==> src/design/fsplink_pkg.sv <==
package fsplink_pkg;

   localparam int unsigned PAYLOAD_DEPTH = 256;
   localparam int unsigned ADDR_W        = $clog2(PAYLOAD_DEPTH);

   // Link byte constants
   localparam logic [7:0] PREAMBLE_0  = 8'h99;
   localparam logic [7:0] PREAMBLE_1  = 8'h66;
   localparam logic [7:0] ACK_BIT     = 8'h80;
   localparam logic [7:0] ACK_ALT     = 8'h81;
   localparam logic [7:0] IDLE_CHECK  = 8'h4B;
   localparam logic [6:0] BLUE_DEVICE = 7'd8;

   // Request commands
   typedef enum logic [1:0] {
      CMD_XFER      = 2'd0,
      CMD_LOAD_DATA = 2'd1,
      CMD_LOAD_HDR  = 2'd2,
      CMD_START     = 2'd3
   } cmd_type;

   // Configuration register indexes
   typedef enum logic [2:0] {
      CSR_WIDE_MODE   = 3'd0,
      CSR_DEVICE      = 3'd1,
      CSR_IDLE_CODE   = 3'd2,
      CSR_UNKNOWN_CMD = 3'd3,
      CSR_BAD_SUM     = 3'd4,
      CSR_INTERNAL    = 3'd5,
      CSR_START_CMD   = 3'd6,
      CSR_NULL_CMD    = 3'd7
   } csr_index_type;

   typedef enum logic [3:0] {
      ST_INIT   = 4'd0,
      ST_WAIT   = 4'd1,
      ST_HEAD   = 4'd2,
      ST_DATA   = 4'd3,
      ST_DPAD   = 4'd4,
      ST_SUM    = 4'd5,
      ST_ACK    = 4'd6,
      ST_IDLE   = 4'd7,
      ST_RWAIT  = 4'd8,
      ST_RINIT  = 4'd9,
      ST_RSTART = 4'd10,
      ST_RHEAD  = 4'd11,
      ST_RDATA  = 4'd12,
      ST_RDPAD  = 4'd13,
      ST_RSUM   = 4'd14,
      ST_RACK   = 4'd15
   } link_state_type;

   typedef struct packed {
      logic [1:0] command;
      logic [7:0] rx_byte;
      logic [7:0] load_index;
      logic [7:0] load_value;
      logic       session_open;
      logic       cmd_known;
   } req_type;

   typedef struct packed {
      logic [7:0] tx_byte;
      logic       packet_ready;
   } rsp_type;

   // Payload buffer write port
   typedef struct packed {
      logic              en;
      logic [ADDR_W-1:0] addr;
      logic [7:0]        data;
   } buf_wr_type;

endpackage

==> src/design/framed_serial_packet_link_unit.sv <==
// Framed serial packet link, byte-exchange slave.
// Request channel (req_*): one item per link byte transfer (command 0) or a
// load / start command from the processor (commands 1 to 3). Loads and start
// produce no response; every transfer produces exactly one response item
// (rsp_*) holding the byte to send back and the packet-waiting flag.
// Configuration (csr_*): register writes, always ready; the user must make
// them only while idle; the block does not enforce this. Latency: a
// transfer's response is valid the cycle after its acceptance. Throughput:
// one request per cycle; the next-state logic, one 16-bit add and one payload
// buffer access sit between the state and result registers. The payload
// buffer is read ahead at the next position, so its registered read data is
// ready when the response data phase needs it. When the receiver stalls, the
// response register holds its item and req_ready drops only while that
// register is full and not being taken. Reset: the link returns to its
// initial state, configuration takes its default values and the response
// register empties. Header, footer and payload contents are undefined until loaded or received.
module framed_serial_packet_link_unit (
   input  logic                 clock,
   input  logic                 reset,
   input  logic                 req_valid,
   output logic                 req_ready,
   input  fsplink_pkg::req_type req_payload,
   output logic                 rsp_valid,
   input  logic                 rsp_ready,
   output fsplink_pkg::rsp_type rsp_payload,
   input  logic                 csr_valid,
   output logic                 csr_ready,
   input  logic [2:0]           csr_index,
   input  logic [7:0]           csr_data
);

   localparam int unsigned AW = fsplink_pkg::ADDR_W;

   // Configuration registers
   logic       wide_ff;
   logic [7:0] device_ff, idle_ff, unk_ff, bad_ff, int_ff, start_ff, null_ff;

   // Link state
   fsplink_pkg::link_state_type st_ff, st_in;
   logic [7:0]  pos_ff, pos_in;
   logic [7:0]  len_ff, len_in;
   logic [15:0] sum_ff, sum_in;
   logic [7:0]  err_ff, err_in;
   logic [6:0]  dev_ff, dev_in;
   logic [7:0]  hdr_ff [4];
   logic [7:0]  hdr_in [4];
   logic [7:0]  ftr_ff [2];
   logic [7:0]  ftr_in [2];

   // Response register
   logic                 rsp_valid_ff;
   fsplink_pkg::rsp_type rsp_ff;

   logic                    take, emit;
   logic [7:0]              tx;
   logic [7:0]              c, pinc, pdec, rack_err;
   logic [15:0]             got;
   fsplink_pkg::buf_wr_type wr;
   logic [7:0]              rd_data;

   assign csr_ready   = 1'b1;
   assign req_ready   = !rsp_valid_ff || rsp_ready;
   assign take        = req_valid && req_ready;
   assign rsp_valid   = rsp_valid_ff;
   assign rsp_payload = rsp_ff;
   assign c           = req_payload.rx_byte;
   assign pinc        = pos_ff + 8'd1;
   assign pdec        = (pos_ff != 8'd0) ? pos_ff - 8'd1 : pos_ff;

   // Configuration writes
   always_ff @(posedge clock) begin
      if (reset) begin
         wide_ff  <= 1'b0;
         device_ff <= 8'd0;
         idle_ff  <= 8'd210;
         unk_ff   <= 8'd240;
         bad_ff   <= 8'd241;
         int_ff   <= 8'd242;
         start_ff <= 8'd16;
         null_ff  <= 8'd15;
      end else if (csr_valid) begin
         unique case (fsplink_pkg::csr_index_type'(csr_index))
            fsplink_pkg::CSR_WIDE_MODE:   wide_ff   <= csr_data[0];
            fsplink_pkg::CSR_DEVICE:      device_ff <= csr_data;
            fsplink_pkg::CSR_IDLE_CODE:   idle_ff   <= csr_data;
            fsplink_pkg::CSR_UNKNOWN_CMD: unk_ff    <= csr_data;
            fsplink_pkg::CSR_BAD_SUM:     bad_ff    <= csr_data;
            fsplink_pkg::CSR_INTERNAL:    int_ff    <= csr_data;
            fsplink_pkg::CSR_START_CMD:   start_ff  <= csr_data;
            fsplink_pkg::CSR_NULL_CMD:    null_ff   <= csr_data;
            default: ;
         endcase
      end
   end

   // Next link state and transmit byte for the accepted request
   always_comb begin
      st_in    = st_ff;
      pos_in   = pos_ff;
      len_in   = len_ff;
      sum_in   = sum_ff;
      err_in   = err_ff;
      dev_in   = dev_ff;
      hdr_in   = hdr_ff;
      ftr_in   = ftr_ff;
      tx       = idle_ff;
      emit     = 1'b0;
      got      = {ftr_ff[0], c};
      rack_err = (pos_ff == 8'd2) ? c : err_ff;
      wr.en    = 1'b0;
      wr.addr  = pos_ff[AW-1:0];
      wr.data  = c;
      if (take) begin
         unique case (fsplink_pkg::cmd_type'(req_payload.command))
            fsplink_pkg::CMD_LOAD_DATA: begin
               wr.en   = 1'b1;
               wr.addr = req_payload.load_index[AW-1:0];
               wr.data = req_payload.load_value;
            end
            fsplink_pkg::CMD_LOAD_HDR: begin
               if (req_payload.load_index < 8'd4) begin
                  hdr_in[req_payload.load_index[1:0]] = req_payload.load_value;
               end else if (req_payload.load_index < 8'd6) begin
                  ftr_in[req_payload.load_index[0]] = req_payload.load_value;
               end
            end
            fsplink_pkg::CMD_START: begin
               if (st_ff == fsplink_pkg::ST_RWAIT) st_in = fsplink_pkg::ST_RINIT;
            end
            default: begin
               emit = 1'b1;
               unique case (st_ff)
                  // Hunt for the preamble
                  fsplink_pkg::ST_INIT, fsplink_pkg::ST_WAIT: begin
                     st_in = fsplink_pkg::ST_WAIT;
                     if (c == fsplink_pkg::PREAMBLE_0) begin
                        pos_in = 8'd1;
                     end else if (c == fsplink_pkg::PREAMBLE_1 && pos_ff == 8'd1 &&
                                  st_ff == fsplink_pkg::ST_WAIT) begin
                        len_in = 8'd0;
                        sum_in = 16'd0;
                        err_in = 8'd0;
                        pos_in = 8'd0;
                        st_in  = fsplink_pkg::ST_HEAD;
                     end else begin
                        pos_in = 8'd0;
                     end
                  end
                  // Take header bytes and check them on the last one
                  fsplink_pkg::ST_HEAD: begin
                     hdr_in[pos_ff[1:0]] = c;
                     sum_in = sum_ff + {8'd0, c};
                     if (pinc < 8'd4) begin
                        pos_in = pinc;
                     end else begin
                        len_in = c;
                        pos_in = 8'd0;
                        if (hdr_ff[2] != 8'd0) begin
                           st_in = fsplink_pkg::ST_WAIT;
                        end else if (!req_payload.session_open &&
                                     hdr_ff[0] != start_ff) begin
                           dev_in = device_ff[6:0];
                           st_in  = fsplink_pkg::ST_WAIT;
                        end else begin
                           if (!req_payload.session_open) dev_in = device_ff[6:0];
                           if (!req_payload.cmd_known) err_in = unk_ff;
                           st_in = (c != 8'd0) ? fsplink_pkg::ST_DATA : fsplink_pkg::ST_SUM;
                        end
                     end
                  end
                  // Store payload bytes
                  fsplink_pkg::ST_DATA: begin
                     wr.en  = 1'b1;
                     sum_in = sum_ff + {8'd0, c};
                     pos_in = pinc;
                     if (pinc >= len_ff) begin
                        if (wide_ff && pinc[1:0] != 2'd0) begin
                           pos_in = {5'd0, 3'd4 - {1'b0, pinc[1:0]}};
                           st_in  = fsplink_pkg::ST_DPAD;
                        end else begin
                           pos_in = 8'd0;
                           st_in  = fsplink_pkg::ST_SUM;
                        end
                     end
                  end
                  fsplink_pkg::ST_DPAD: begin
                     pos_in = pdec;
                     if (pdec == 8'd0) st_in = fsplink_pkg::ST_SUM;
                  end
                  // Take the checksum and answer with the device id
                  fsplink_pkg::ST_SUM: begin
                     ftr_in[pos_ff[0]] = c;
                     if (pinc >= 8'd2) begin
                        if (got != sum_ff) err_in = bad_ff;
                        pos_in = 8'd0;
                        st_in  = fsplink_pkg::ST_ACK;
                        tx     = {1'b1, dev_ff};
                     end else begin
                        pos_in = pinc;
                     end
                  end
                  fsplink_pkg::ST_ACK: begin
                     if (dev_ff != fsplink_pkg::BLUE_DEVICE && c != fsplink_pkg::ACK_BIT &&
                         c != fsplink_pkg::ACK_ALT) begin
                        st_in = fsplink_pkg::ST_WAIT;
                     end else begin
                        pos_in = 8'd1;
                        st_in  = fsplink_pkg::ST_IDLE;
                        tx     = (err_ff != 8'd0) ? err_ff : (hdr_ff[0] ^ fsplink_pkg::ACK_BIT);
                     end
                  end
                  fsplink_pkg::ST_IDLE: begin
                     if (pos_ff != 8'd0) begin
                        pos_in = pdec;
                     end else if (hdr_ff[0] == null_ff || err_ff != 8'd0 ||
                                  c != fsplink_pkg::IDLE_CHECK) begin
                        st_in  = fsplink_pkg::ST_WAIT;
                        pos_in = (c == fsplink_pkg::PREAMBLE_0) ? 8'd1 : 8'd0;
                     end else begin
                        st_in = fsplink_pkg::ST_RWAIT;
                     end
                  end
                  fsplink_pkg::ST_RWAIT: ;
                  // Send the response preamble
                  fsplink_pkg::ST_RINIT, fsplink_pkg::ST_RSTART: begin
                     if (st_ff == fsplink_pkg::ST_RINIT || pos_ff == 8'd0) begin
                        pos_in = 8'd1;
                        st_in  = fsplink_pkg::ST_RSTART;
                        tx     = fsplink_pkg::PREAMBLE_0;
                     end else begin
                        len_in = hdr_ff[3];
                        err_in = 8'd0;
                        pos_in = 8'd0;
                        st_in  = fsplink_pkg::ST_RHEAD;
                        tx     = fsplink_pkg::PREAMBLE_1;
                     end
                  end
                  fsplink_pkg::ST_RHEAD: begin
                     tx = hdr_ff[pos_ff[1:0]];
                     if (pinc >= 8'd4) begin
                        pos_in = 8'd0;
                        st_in  = (len_ff != 8'd0) ? fsplink_pkg::ST_RDATA
                                                  : fsplink_pkg::ST_RSUM;
                     end else begin
                        pos_in = pinc;
                     end
                  end
                  fsplink_pkg::ST_RDATA: begin
                     tx     = rd_data;
                     pos_in = pinc;
                     if (pinc >= len_ff) begin
                        if (wide_ff && pinc[1:0] != 2'd0) begin
                           pos_in = {5'd0, 3'd4 - {1'b0, pinc[1:0]}};
                           st_in  = fsplink_pkg::ST_RDPAD;
                        end else begin
                           pos_in = 8'd0;
                           st_in  = fsplink_pkg::ST_RSUM;
                        end
                     end
                  end
                  fsplink_pkg::ST_RDPAD: begin
                     tx     = 8'd0;
                     pos_in = pdec;
                     if (pdec == 8'd0) st_in = fsplink_pkg::ST_RSUM;
                  end
                  fsplink_pkg::ST_RSUM: begin
                     tx = ftr_ff[pos_ff[0]];
                     if (pinc >= 8'd2) begin
                        pos_in = 8'd0;
                        st_in  = fsplink_pkg::ST_RACK;
                     end else begin
                        pos_in = pinc;
                     end
                  end
                  // Exchange acknowledgement and resend on a reported error
                  default: begin
                     if (pos_ff == 8'd0) begin
                        pos_in = 8'd1;
                        tx     = {1'b1, dev_ff};
                     end else if (pos_ff == 8'd1) begin
                        pos_in = 8'd2;
                        tx     = 8'd0;
                     end else begin
                        err_in = rack_err;
                        if (wide_ff && pos_ff < 8'd4) begin
                           pos_in = pinc;
                           tx     = 8'd0;
                        end else begin
                           pos_in = 8'd0;
                           if (rack_err == unk_ff || rack_err == bad_ff ||
                               rack_err == int_ff) begin
                              st_in = fsplink_pkg::ST_RSTART;
                           end else begin
                              st_in = fsplink_pkg::ST_WAIT;
                           end
                        end
                     end
                  end
               endcase
            end
         endcase
      end
   end

   // Advance link state
   always_ff @(posedge clock) begin
      if (reset) begin
         st_ff  <= fsplink_pkg::ST_INIT;
         pos_ff <= 8'd0;
         len_ff <= 8'd0;
         sum_ff <= 16'd0;
         err_ff <= 8'd0;
         dev_ff <= 7'd0;
      end else begin
         st_ff  <= st_in;
         pos_ff <= pos_in;
         len_ff <= len_in;
         sum_ff <= sum_in;
         err_ff <= err_in;
         dev_ff <= dev_in;
      end
   end

   // Header and footer bytes
   always_ff @(posedge clock) begin
      hdr_ff <= hdr_in;
      ftr_ff <= ftr_in;
   end

   // Hold the response until the receiver takes it
   always_ff @(posedge clock) begin
      if (reset) begin
         rsp_valid_ff <= 1'b0;
      end else if (take && emit) begin
         rsp_valid_ff <= 1'b1;
      end else if (rsp_ready) begin
         rsp_valid_ff <= 1'b0;
      end
   end

   always_ff @(posedge clock) begin
      if (take && emit) begin
         rsp_ff.tx_byte      <= tx;
         rsp_ff.packet_ready <= (st_in == fsplink_pkg::ST_RWAIT);
      end
   end

   // Payload buffer, read ahead at the next position
   fsplink_buf u_buf (
      .clock   (clock),
      .wr      (wr),
      .rd_addr (pos_in[AW-1:0]),
      .rd_data (rd_data)
   );

endmodule

==> src/design/fsplink_buf.sv <==
module fsplink_buf (
   input  logic                              clock,
   input  fsplink_pkg::buf_wr_type           wr,
   input  logic [fsplink_pkg::ADDR_W-1:0]    rd_addr,
   output logic [7:0]                        rd_data
);

   logic [7:0] mem [fsplink_pkg::PAYLOAD_DEPTH];
   logic [7:0] rd_ff;

   // Write, and read with the new byte forwarded on a same-address write
   always_ff @(posedge clock) begin
      if (wr.en) begin
         mem[wr.addr] <= wr.data;
      end
      if (wr.en && (wr.addr == rd_addr)) begin
         rd_ff <= wr.data;
      end else begin
         rd_ff <= mem[rd_addr];
      end
   end

   assign rd_data = rd_ff;

endmodule
==> config.mk <==
export PLATFORM = sky130hd
export DESIGN_NAME = framed_serial_packet_link_unit
export DESIGN_NICKNAME = d
export VERILOG_FILES = /design/src/design/fsplink_pkg.sv /design/src/design/framed_serial_packet_link_unit.sv /design/src/design/fsplink_buf.sv
export SDC_FILE = /design/constraint.sdc
export NUM_CORES = 2
export LEC_CHECK = 0
export ABC_AREA = 0
export BUFFER_PORTS_ARGS = -buffer_cell sky130_fd_sc_hd__buf_2
export CAP_MARGIN = 10
export CORE_UTILIZATION = 45
export DETAILED_ROUTE_END_ITERATION = 10
export MAX_ROUTING_LAYER = met4
export PLACE_DENSITY = 0.62
export SYNTH_ARGS = -nofsm -noshare
export SYNTH_HDL_FRONTEND = slang
export SYNTH_HIERARCHICAL = 1
export SYNTH_SLANG_ARGS = --single-unit
==> constraint.sdc <==
create_clock -name clock -period 4.18 [get_ports clock]
set_input_delay 0.836 -clock clock [delete_from_list [all_inputs] [get_ports clock]]
set_output_delay 0.836 -clock clock [all_outputs]
set_load 0.005 [all_outputs]
Yosys cells after proc, flatten, opt, wreduce, memory -nomap -nowiden --
Memories as Yosys holds them, arrays and structs flattened. A register that Yosys moved wholly into a read port is not among the register bits. Cells that the tools add are included.
Storage, ports and cells: RAM bits 2048, output and inout bits 12, logic and storage cells 280, bits of input ports 44, memories 1, flip-flop bits (word level) 165
Cells by class: reductions and logical operators 62, $add $sub $neg 4, muxes and demuxes 111, equal/unequal tests 54, bitwise logic cells 10, magnitude comparators 15
Memory list:
- u_buf.mem | depth 256, bits a word 8, rd ports 1, clocked after memory_dff 1, write ports 1, RTL line fsplink_buf.sv:8 | logic [7:0] mem [fsplink_pkg::PAYLOAD_DEPTH];
Operator list (count):
- two-way mux 8 bit | 45
- two-way mux 16 bit | 6
- case mux 8 bit (10 select lines) | 1
- bitwise mux 32 bit | 2
- two-way mux 32 bit | 2
- two-way mux 4 bit | 16
- case mux 16 bit (2 select lines) | 2
- case mux 32 bit (2 select lines) | 1
- case mux 8 bit (8 select lines) | 1
- case mux 4 bit (13 select lines) | 1
- case mux 8 bit (5 select lines) | 1
- nonzero test 8 bit | 5
- bitwise mux 16 bit | 2
- demux 8 bit (select 2 bit) | 2
- equality test 4 bit, second input constant | 8
- equality test 8 bit | 4
- < comparator 8 x 3 -> 1 bit, second input constant | 4
- inequality test 2 bit, second input constant | 12
- case mux 8 bit (3 select lines) | 1
- OR reduction 2 bit | 9
- two-way mux 17 bit | 1
- adder 16 x 8 -> 16 bit | 1
- binary-select mux 8 bit (select 2 bit) | 1
- demux 8 bit (select 1 bit) | 2
- 55 further kinds | 126

Longest topological paths before layout --
word-level depth 13, mapped depth 17, depth with buffers taken out 12

Cells and area by module --
Netlist, hierarchy kept.
Modules (own cells, without submodules):
- fsplink_buf | instances 1, cells each 3733, seq. area each 61659.1 um^2, area an instance 79541.3 um^2
- framed_serial_packet_link_unit | instances 1, cells each 1232, seq. area each 3873.7 um^2, area an instance 10727.8 um^2

Worst setup path after synthesis --
OpenSTA, ideal clock, no wires.
path kind input to register, start point input rsp_ready, end point memory u_buf.mem[0][6], data pin, stages on the path 5, slack -0.045 ns, setup time 0.557 ns, data required time 3.623 ns, data arrival time 3.668 ns, cell sequence nand2b_1 > and2_1 > nand2_1 > clkbuf_1 > mux2_2
RTL lines:
- start, declared | RTL line framed_serial_packet_link_unit.sv:24 | input logic rsp_ready,
- end, declared | RTL line fsplink_buf.sv:8

==> results by group <==
Outcome
  – Status: completed

Worst setup path
  – CP Max Fanout: 17
  – Kind of critical path: register to register
  – Critical Path AT: 4.72 ns
  – Worst path required time: 4.77 ns
  – Startpoint Class: register
  – Critical Path End Type: register

Clock network
  – Clk buf depth: 3
  – Worst-path clk slew: 0.06 ns
  – Clock sink count: 2221
  – Post-CTS Hold Buffers: 0
  – H-tree Lvls: 4
  – Clock Latency Late Sink: 0.86 ns
  – CTS root buffer: clkbuf_16
  – TritonCTS Buffers: 218
  – CTS tree: yes

Yosys
  – Commonest cells post-synth: edfxtp_1, mux4_2, nor2_1
  – Distinct cell type count after synthesis: 94
  – Post-synthesis cell type with the largest combined area: edfxtp_1
  – Seq/Total Area, Yosys: 0.7260
  – Mapped Cells: 4965
  – Yosys top cell area share: 0.7002
  – Async S/R FF share, synth: 0
  – Post-synthesis simple-gate area fraction: 0.04721
  – YS warnings: 6
  – Syn avg cell area: 18.18 um2
  – Synth Flop Type: edfxtp_1
  – Post-synthesis mux area share: 0.1377
  – Count leader, synth: edfxtp_1
  – Synth Area in XOR/XNOR: 0.006307
  – Post-synth EDFFs: 2105
  – Mapped Area: 0.09027 mm2
  – Adder-Cell Fraction of Synth Area: 0.003659
  – Synth area leaders: edfxtp_1, mux4_2, dfxtp_1
  – Flops & latches, synth: 2221
  – Largest family of logic cells by synthesized area: multiplexers
  – Post-Syn Nets: 5034
  – Post-synthesis compound-gate area fraction: 0.05709

Floorplanning
  – DIE WIDTH: 449.9 um
  – Starting density of the core: 0.4526
  – Overall die area: 0.2024 mm2
  – Row cnt: 164
  – Core ar.: 0.1995 mm2
  – I/O pins: 56
  – Die Y: 449.9 um

Global route
  – Initial antenna violation count: 3
  – Vias in the first global route: 49380
  – GRT Total Usage: 0.2429
  – First-pass GRT wire length: 348500 um
  – Largest net degree at the start of global routing: 151
  – GRT overflow: 0

Place
  – Placed insts: 7950
  – Number of buffers added on ports: 54
  – DP Worst Slack: -0.4993 ns
  – HPWL Detailed: 158000 um
  – Post-DP Area: 0.09733 mm2
  – RePlAce Congestion: 0.9525

STA
  – Unrepaired setup endpoints after global routing: true
  – Worst slew pin tran: 1.171 ns
  – Crit path time final: 4.136 ns
  – Slew margin rel.: 0.2195
  – Endpoints failing hold: 0
  – Final setup fails: 0
  – Setup TNS: 0 ns
  – Min Hold Slack: 0.3245 ns
  – Clock Skews: 0.02714 ns
  – Period utilization: 0.9894
  – Fmax: 241.8 MHz
  – PnR worst setup slack: 0.04423 ns
  – Final Max Tran Viols: 0

Layout
  – Area grow syn2layout: 16.57%
  – Layout Nets: 5612
  – Layout cells sized above 1: 0.2761
  – Fillers: 15780
  – Fin cells: 8390
  – Final core occ: 0.5276
  – Fin area: 0.1052 mm2

Routing
  – Residual DRC: 0
  – Vias/cell: 6.032
  – DR vias: 50610
  – WL per Instance: 28.79 um
  – Post-route antenna net violation count: 0
  – Initial drt markers: 5992
  – Routed WL: 241600 um
  – Pre-Repair DR Iteration Count: 8

Flow run
  – Max cap viols: 0

Hold path
  – Hold crit path type: input pin to register

Power and ir drop
  – PwrDens: 433.7 mW/mm2
  – Total power: 45.64 mW
  – VDD IR max: 0.3797 mV
  – Leakage power: 33.21 nW
==> registers in the layout, indices dropped and copies added (netlist names), named ones only <==
name and cells:
device_ff 7, int_ff 8, bad_ff 8, pos_ff 8, rsp_valid 1, len_ff 8
sum_ff 16, start_ff 8, err_ff 8, idle_ff 8, hdr_ff 32, ftr_ff 16
dev_ff 7, rsp_payload 9, wide_ff 1, st_ff 4, unk_ff 8, null_ff 8
u_buf/mem 2048
==> critical path, stage by stage, from the launching register on <==
cell       delay, ns
dfxtp_4         0.42
buf_12          0.17
buf_16          0.20
buf_4           0.20
clkbuf_16       0.22
mux2i_1         0.23
o22ai_1         0.12
o21ai_0         0.32
nand3_1         0.24
nor4_1          0.34
buf_4           0.20
nor4_1          0.07
buf_12          0.15
a221o_1         0.31
a2111o_1        0.37
o22ai_1         0.15
a21oi_1         0.09
==> path summary, 6_finish.rpt <==
kind | start | endpoint | slack (ns) | depth (start not counted)
worst min register to register | sum_ff[2] | sum_ff[2] | 0.46 | 2
worst min-delay path | csr_data[7] | start_ff[7] | 0.32 | 3
worst max register to register | register | rsp_payload[2] | 0.04 | 16
worst max-delay path | register | rsp_payload[2] | 0.04 | 16
==> routing by layer <==
metal  wire, um  vias up  track usage
met5          0        -            -
met4       5666        0      0.06016
met3      19580      375      0.03372
met2     116500     2337       0.3783
met1      99760    26460       0.3395
li1           -    21440            -
==> layout by cell type (no fill, tap or decap), drive strengths merged, types with 116 or more instances in the layout <==
master  instances
buf           675
dfxtp         116
mux2i         173
a21oi         156
nor2          402
nand2         156
edfxtp       2105
a22oi         159
clkbuf        267
mux4          464
==> area by class of cell <==
type,count,area (um2),share of cell area
Antenna cell,1,2.502,0.00002378
Clock buffer,263,5685,0.05403
Clock inverter,147,1478,0.01404
Inverter,46,172.7,0.001641
Multi-Input combinational cell,2376,23200,0.2204
Sequential cell,2221,65550,0.6229
Tap cell,2656,3323,0.03158
Timing Repair Buffer,680,5819,0.05530
==> kinds of logic (layout without fill, tap and decap cells) <==
kind of cell,Yosys count,after routing
and+or+nand+nor,905,905
AOI/OAI and AO/OA,721,721
muxes,658,658
buffers and inverters,368,1136
other,1,2
DFF,2221,2221
xor gates and xnor gates,65,65
adders and majority gates,26,26
==> power by group <==
part	internal [mW]	switching (mW)	total [mW]	leakage [nW]
logic	0.458	1.08	1.54	9.84
registers	24.5	0.0230	24.5	19.9
clock network	11.1	8.46	19.6	3.51
==> timing repair <==
item | 4_1_cts | 5_1_grt
setup buffers | 0 | 24
gates cloned | 1 | 4
setup endpoints to repair | 7 | 7
gates resized for setup | 28 | 47
pin swaps | 3 | 10
(Power assumes the default switching activity.)
